<file path="src/hdl/assert_macros.svh">
// Assertion helpers shared by the detector's RTL files.
`ifndef ASSERT_MACROS_SVH
`define ASSERT_MACROS_SVH

// Checked on every rising clk edge, skipped while arst_n is low.
`define FCD_ASSERT(lbl, prop) \
	lbl: assert property (@(posedge clk) disable iff (!arst_n) prop) \
		else $error("foot contact check failed");

// Checked on every rising clk edge, also during reset.
`define FCD_ASSERT_ALWAYS(lbl, prop) \
	lbl: assert property (@(posedge clk) prop) \
		else $error("foot contact check failed");

`endif

</file>
<file path="src/hdl/fcd_pkg.sv">
// ----------------------------------------------------------------------------
// fcd_pkg
// Types and constants shared by the foot contact detector modules.
// ----------------------------------------------------------------------------
`default_nettype none

package fcd_pkg;

	localparam int CFG_DATA_W = 24;
	localparam int CFG_IDX_W  = 3;

	// register indexes
	localparam logic [CFG_IDX_W-1:0] REG_FRAME_RATE     = 3'd0;
	localparam logic [CFG_IDX_W-1:0] REG_SPEED_LIMIT    = 3'd1;
	localparam logic [CFG_IDX_W-1:0] REG_HEIGHT_LIMIT   = 3'd2;
	localparam logic [CFG_IDX_W-1:0] REG_GROUND_LEVEL   = 3'd3;
	localparam logic [CFG_IDX_W-1:0] REG_WINDOW_LENGTH  = 3'd4;
	localparam logic [CFG_IDX_W-1:0] REG_SMOOTHING_GAIN = 3'd5;

	// reset values
	localparam logic [9:0]         RST_FRAME_RATE     = 10'd30;
	localparam logic [23:0]        RST_SPEED_LIMIT    = 24'd800;
	localparam logic signed [19:0] RST_HEIGHT_LIMIT   = 20'sd80;
	localparam logic signed [19:0] RST_GROUND_LEVEL   = 20'sd0;
	localparam logic [4:0]         RST_WINDOW_LENGTH  = 5'd5;
	localparam logic [16:0]        RST_SMOOTHING_GAIN = 17'd19661;

	localparam logic [16:0] ONE_Q16 = 17'd65536;

	typedef struct packed {
		logic [9:0]         frame_rate;
		logic [23:0]        speed_limit;
		logic signed [19:0] height_limit;
		logic signed [19:0] ground_level;
		logic [4:0]         window_length;
		logic [16:0]        smoothing_gain;
	} fcd_cfg_t;

	// controller to datapath
	typedef struct packed {
		logic       load;
		logic       calc_a;
		logic       calc_b;
		logic [1:0] coord;
		logic       decide;
		logic       prod;
		logic       emit;
	} fcd_cmd_t;

	// datapath to controller
	typedef struct packed {
		logic has_result;
		logic more;
		logic out_free;
	} fcd_status_t;

endpackage

`default_nettype wire

</file>
<file path="src/hdl/fcd_ctrl.sv">
// ----------------------------------------------------------------------------
// fcd_ctrl
// Sequencer: capture, pipelined steps over the three coordinates, decide, then one blend
// product and one emit per result.
// ----------------------------------------------------------------------------
`default_nettype none

`include "assert_macros.svh"

module fcd_ctrl (
	input  wire logic                clk,
	input  wire logic                arst_n,
	input  wire logic                in_valid,
	output logic                     in_ready,
	input  wire fcd_pkg::fcd_status_t st,
	output fcd_pkg::fcd_cmd_t        cmd
);
	import fcd_pkg::*;

	typedef enum logic [2:0] {
		S_IDLE,
		S_CALC,
		S_DECIDE,
		S_PROD,
		S_EMIT
	} state_t;

	state_t     state_q;
	logic [1:0] phase_q;

	// state and phase counter
	always_ff @(posedge clk or negedge arst_n) begin
		if (!arst_n) begin
			state_q <= S_IDLE;
			phase_q <= '0;
		end else begin
			unique case (state_q)
				S_IDLE: begin
					if (in_valid) begin
						state_q <= S_CALC;
						phase_q <= '0;
					end
				end
				S_CALC: begin
					phase_q <= phase_q + 2'd1;
					if (phase_q == 2'd3) state_q <= S_DECIDE;
				end
				S_DECIDE: begin
					state_q <= st.has_result ? S_PROD : S_IDLE;
				end
				S_PROD: begin
					state_q <= S_EMIT;
				end
				S_EMIT: begin
					if (st.out_free) state_q <= st.more ? S_PROD : S_IDLE;
				end
				default: state_q <= S_IDLE;
			endcase
		end
	end

	// commands
	always_comb begin
		in_ready   = (state_q == S_IDLE);
		cmd        = '0;
		cmd.load   = (state_q == S_IDLE) && in_valid;
		cmd.calc_a = (state_q == S_CALC) && (phase_q != 2'd3);
		cmd.calc_b = (state_q == S_CALC) && (phase_q != 2'd0);
		cmd.coord  = phase_q;
		cmd.decide = (state_q == S_DECIDE);
		cmd.prod   = (state_q == S_PROD);
		cmd.emit   = (state_q == S_EMIT) && st.out_free;
	end

	`FCD_ASSERT(a_emit_next, cmd.emit |=> (state_q == S_PROD || state_q == S_IDLE))
	`FCD_ASSERT(a_load_starts_calc, cmd.load |=> (state_q == S_CALC && phase_q == 2'd0))

endmodule

`default_nettype wire

</file>
<file path="config.mk">
export PLATFORM = sky130hd
export DESIGN_NAME = fcd_ctrl
export DESIGN_NICKNAME = d
export VERILOG_FILES = /design/src/hdl/fcd_pkg.sv /design/src/hdl/fcd_ctrl.sv
export VERILOG_INCLUDE_DIRS = /design/src /design/src/hdl
export SDC_FILE = /design/constraint.sdc
export NUM_CORES = 1
export LEC_CHECK = 0
export CAP_MARGIN = 40
export CORE_AREA = 5 5 42 44
export DETAILED_ROUTE_END_ITERATION = 8
export DIE_AREA = 0 0 47 49
export DONT_BUFFER_PORTS = 1
export MAX_ROUTING_LAYER = met4
export PLACE_DENSITY_LB_ADDON = 0.2
export SKIP_CTS_REPAIR_TIMING = 1
export SLEW_MARGIN = 15
export SYNTH_ARGS = -nofsm -noshare
export SYNTH_HDL_FRONTEND = slang
export SYNTH_SLANG_ARGS = --single-unit
</file>
<file path="constraint.sdc">
create_clock -name clk -period 1.8 [get_ports clk]
set_clock_uncertainty 0.15 [all_clocks]
set_input_delay 0.36 -clock clk [delete_from_list [all_inputs] [get_ports clk]]
set_output_delay 0.36 -clock clk [all_outputs]
set_load 0.03 [all_outputs]
</file>
==> metrics <==
status=complete, no violations; total internal power=around 0.56 mW; antenna-violating nets left=0; Total GRT Usage=just under 8%; Critical Path Sink Type=output port; CP startpoint kind=flip-flop; drc violations=0; root buffer selected by CTS=clkbuf_4; static leakage=0.260 nW; I/O pin total=15; H-tree depth=1; drt wl/cell=between 10 and 15 um; Syn Inst Count=42; Starting Density=roughly 27%; total power=between 1 and 1.5 mW; Rel. slew slack=81.4%; die width=roughly 47 um; Final Hold Viols=0; Yosys reg bits=5; required time worst endpoint=about 1.3 ns; pin count of the biggest net entering global routing=15; Yosys cell types=25; number of max-cap violations=0; vias in the first global route=309; post-route insts no fill=between 70 and 80; filler instances=around 160; commonest non-fill, non-tap cell in the layout=buf_4; Worst EP arrival=1.24 ns; Die H=between 40 and 50 um; RSZ-0062 raised after global routing=true; detailed-route wire length=860 um; ANT cells=0; Sequential Power Share=about a quarter; Peak Freq=approximately 0.57 GHz; worst-case vdd ir drop=between 0.0008 and 0.0009 V; switching power=just under 0.5 mW; CORE AREA=between 0.001 and 0.0015 mm^2; Clock Latency Late Sink=0.24 ns; total gr overflow=0; I/O Buffers=0; post-DP HPWL=~620 um; CTS max path bufs=2; first-pass GRT wire length=1.26 mm; Ys Warns=0; commonest non-fill, non-tap cells in the layout=11 x buf_4, 4 x inv_1, 4 x nor2_1; crit path kind=flip-flop to output port; Initial DRC Count=5; Max FO, Critical Path=7; TritonCTS buffer count=3; DR pass1 iterations=2; Sw Ratio=46.7%; DIE AREA=approximately 0.0023 mm^2; part of the cycle the worst path needs=a little under 100%; Logic pwr share=between 60% and 70%; dpl ws=0.174 ns; via count=352; setup TNS=0 ns; synthesized area per cell=9.03 um^2; Tmin final=approximately 1.7 ns; Mapped Area=379 um^2; Final Max Tran Viols=0; number of antenna violations at the first check in global routing=0; CTS tree=done; Vias/cell=between 4 and 5; Final #Nets=66; Layout area overhead=42.6%; clock sink count=5; pin slew with the least headroom to its limit=about 0.28 ns; num rows=14; register area share after synthesis=~33%; share of layout cells above drive strength 1=42.1%; pwr/cell area=about 1900 mW/mm^2; Cells after DPL=62; GPL Wtd Cong=roughly 0.69; clock network power share=roughly an eighth; Worst-path clk slew=about 0.04 ns; final setup violating endpoints=0; setup ws final=0.0515 ns; Hold Path Class=input pin to flip-flop; net count after synthesis=50
layout make-up:
| class | instances | area (um^2) | area share [%] |
|---|---|---|---|
| multi-input cells | 30 | 226 | 41.9 |
| flip-flops and latches | 5 | 129 | 23.8 |
| repair buffers | 14 | 124 | 22.9 |
| clock buffers | 4 | 26.3 | 4.86 |
| well taps | 16 | 20.0 | 3.70 |
| inverters | 4 | 15.0 | 2.78 |
power by group through the flow:
stage / registers, mW / clock network [mW] / logic, mW
floorplan: 0.236 / 0 / 0.455
CTS: 0.269 / 0.132 / 0.553
global route: 0.276 / 0.145 / 0.712
global placement: 0.266 / 0 / 0.550
detailed placement: 0.270 / 0 / 0.550
finish: 0.265 / 0.128 / 0.659
worst max-delay path: stages (launching register included):
cell and delay, ns:
dfrtp_2 0.46, buf_12 0.15, nor3_4 0.11, and2_4 0.16, buf_6 0.12
metrics by stage:
step / utilization [%] / hold WS, ns / area [um^2]
2_1_floorplan: - / -0.0856 / 385
3_3_place_gp: 30.5 / -0.0854 / 428
3_5_place_dp: 30.5 / -0.0854 / 428
4_1_cts: 32.4 / -0.345 / 454
5_1_grt: 38.6 / 0.0464 / 541
6_report: 38.6 / 0.0628 / 541
path summary, 6_finish.rpt:
path | start | end | slack [ns] | cells past startpoint
max reg2reg | state_q[2]$_DFFE_PN0P_ | state_q[0]$_DFFE_PN0P_ | 0.39 | 4
min reg2reg | phase_q[0]$_DFFE_PN0P_ | phase_q[0]$_DFFE_PN0P_ | 0.40 | 1
max in group asynchronous | arst_n | state_q[2]$_DFFE_PN0P_ | 1.04 | 1
min in group asynchronous | arst_n | phase_q[0]$_DFFE_PN0P_ | 0.25 | 1
max | state_q[1]$_DFFE_PN0P_ | cmd[7] | 0.05 | 4
min | st[0] | state_q[2]$_DFFE_PN0P_ | 0.06 | 1
state kept, by name, indices dropped and copies added, names as in the netlist:
register / flops
state_q: 3
phase_q: 2
layer usage:
metal  share of wire, %  wire, um  GRT usage [%]
met1                 40       346           9.33
met4                  0         0           2.76
met3                9.9        85           5.54
met5                  0         0              -
met2                 50       428           10.4
logic make-up after synthesis:
group	Yosys count	synth area share (%)
AO/OA/AOI/OAI	11	20.8
adder cells (fa/ha/maj)	2	6.60
buffers and inverters	7	11.9
flip-flops	5	33.0
AND/OR/NAND/NOR	17	27.7
cell usage after synthesis (all sizes together):
cell type | number | area (um^2)
dfrtp | 5 | 125
nor2 | 5 | 21.3
inv | 4 | 15.0
buf | 3 | 30.0
nand2b | 3 | 18.8
a21oi | 2 | 10.0
ha | 2 | 25.0
nand2 | 2 | 7.51
o21ai | 2 | 10.0
a221oi | 1 | 8.76
a32o | 1 | 10.0
and2 | 1 | 6.26
and3 | 1 | 6.26
and3b | 1 | 8.76
nand3b | 1 | 7.51
nand4bb | 1 | 11.3
nor3 | 1 | 10.0
nor3b | 1 | 7.51
o21a | 1 | 7.51
o21bai | 1 | 7.51
o221ai | 1 | 8.76
o2bb2ai | 1 | 8.76
o31ai | 1 | 7.51
(Power assumes the default switching activity.)
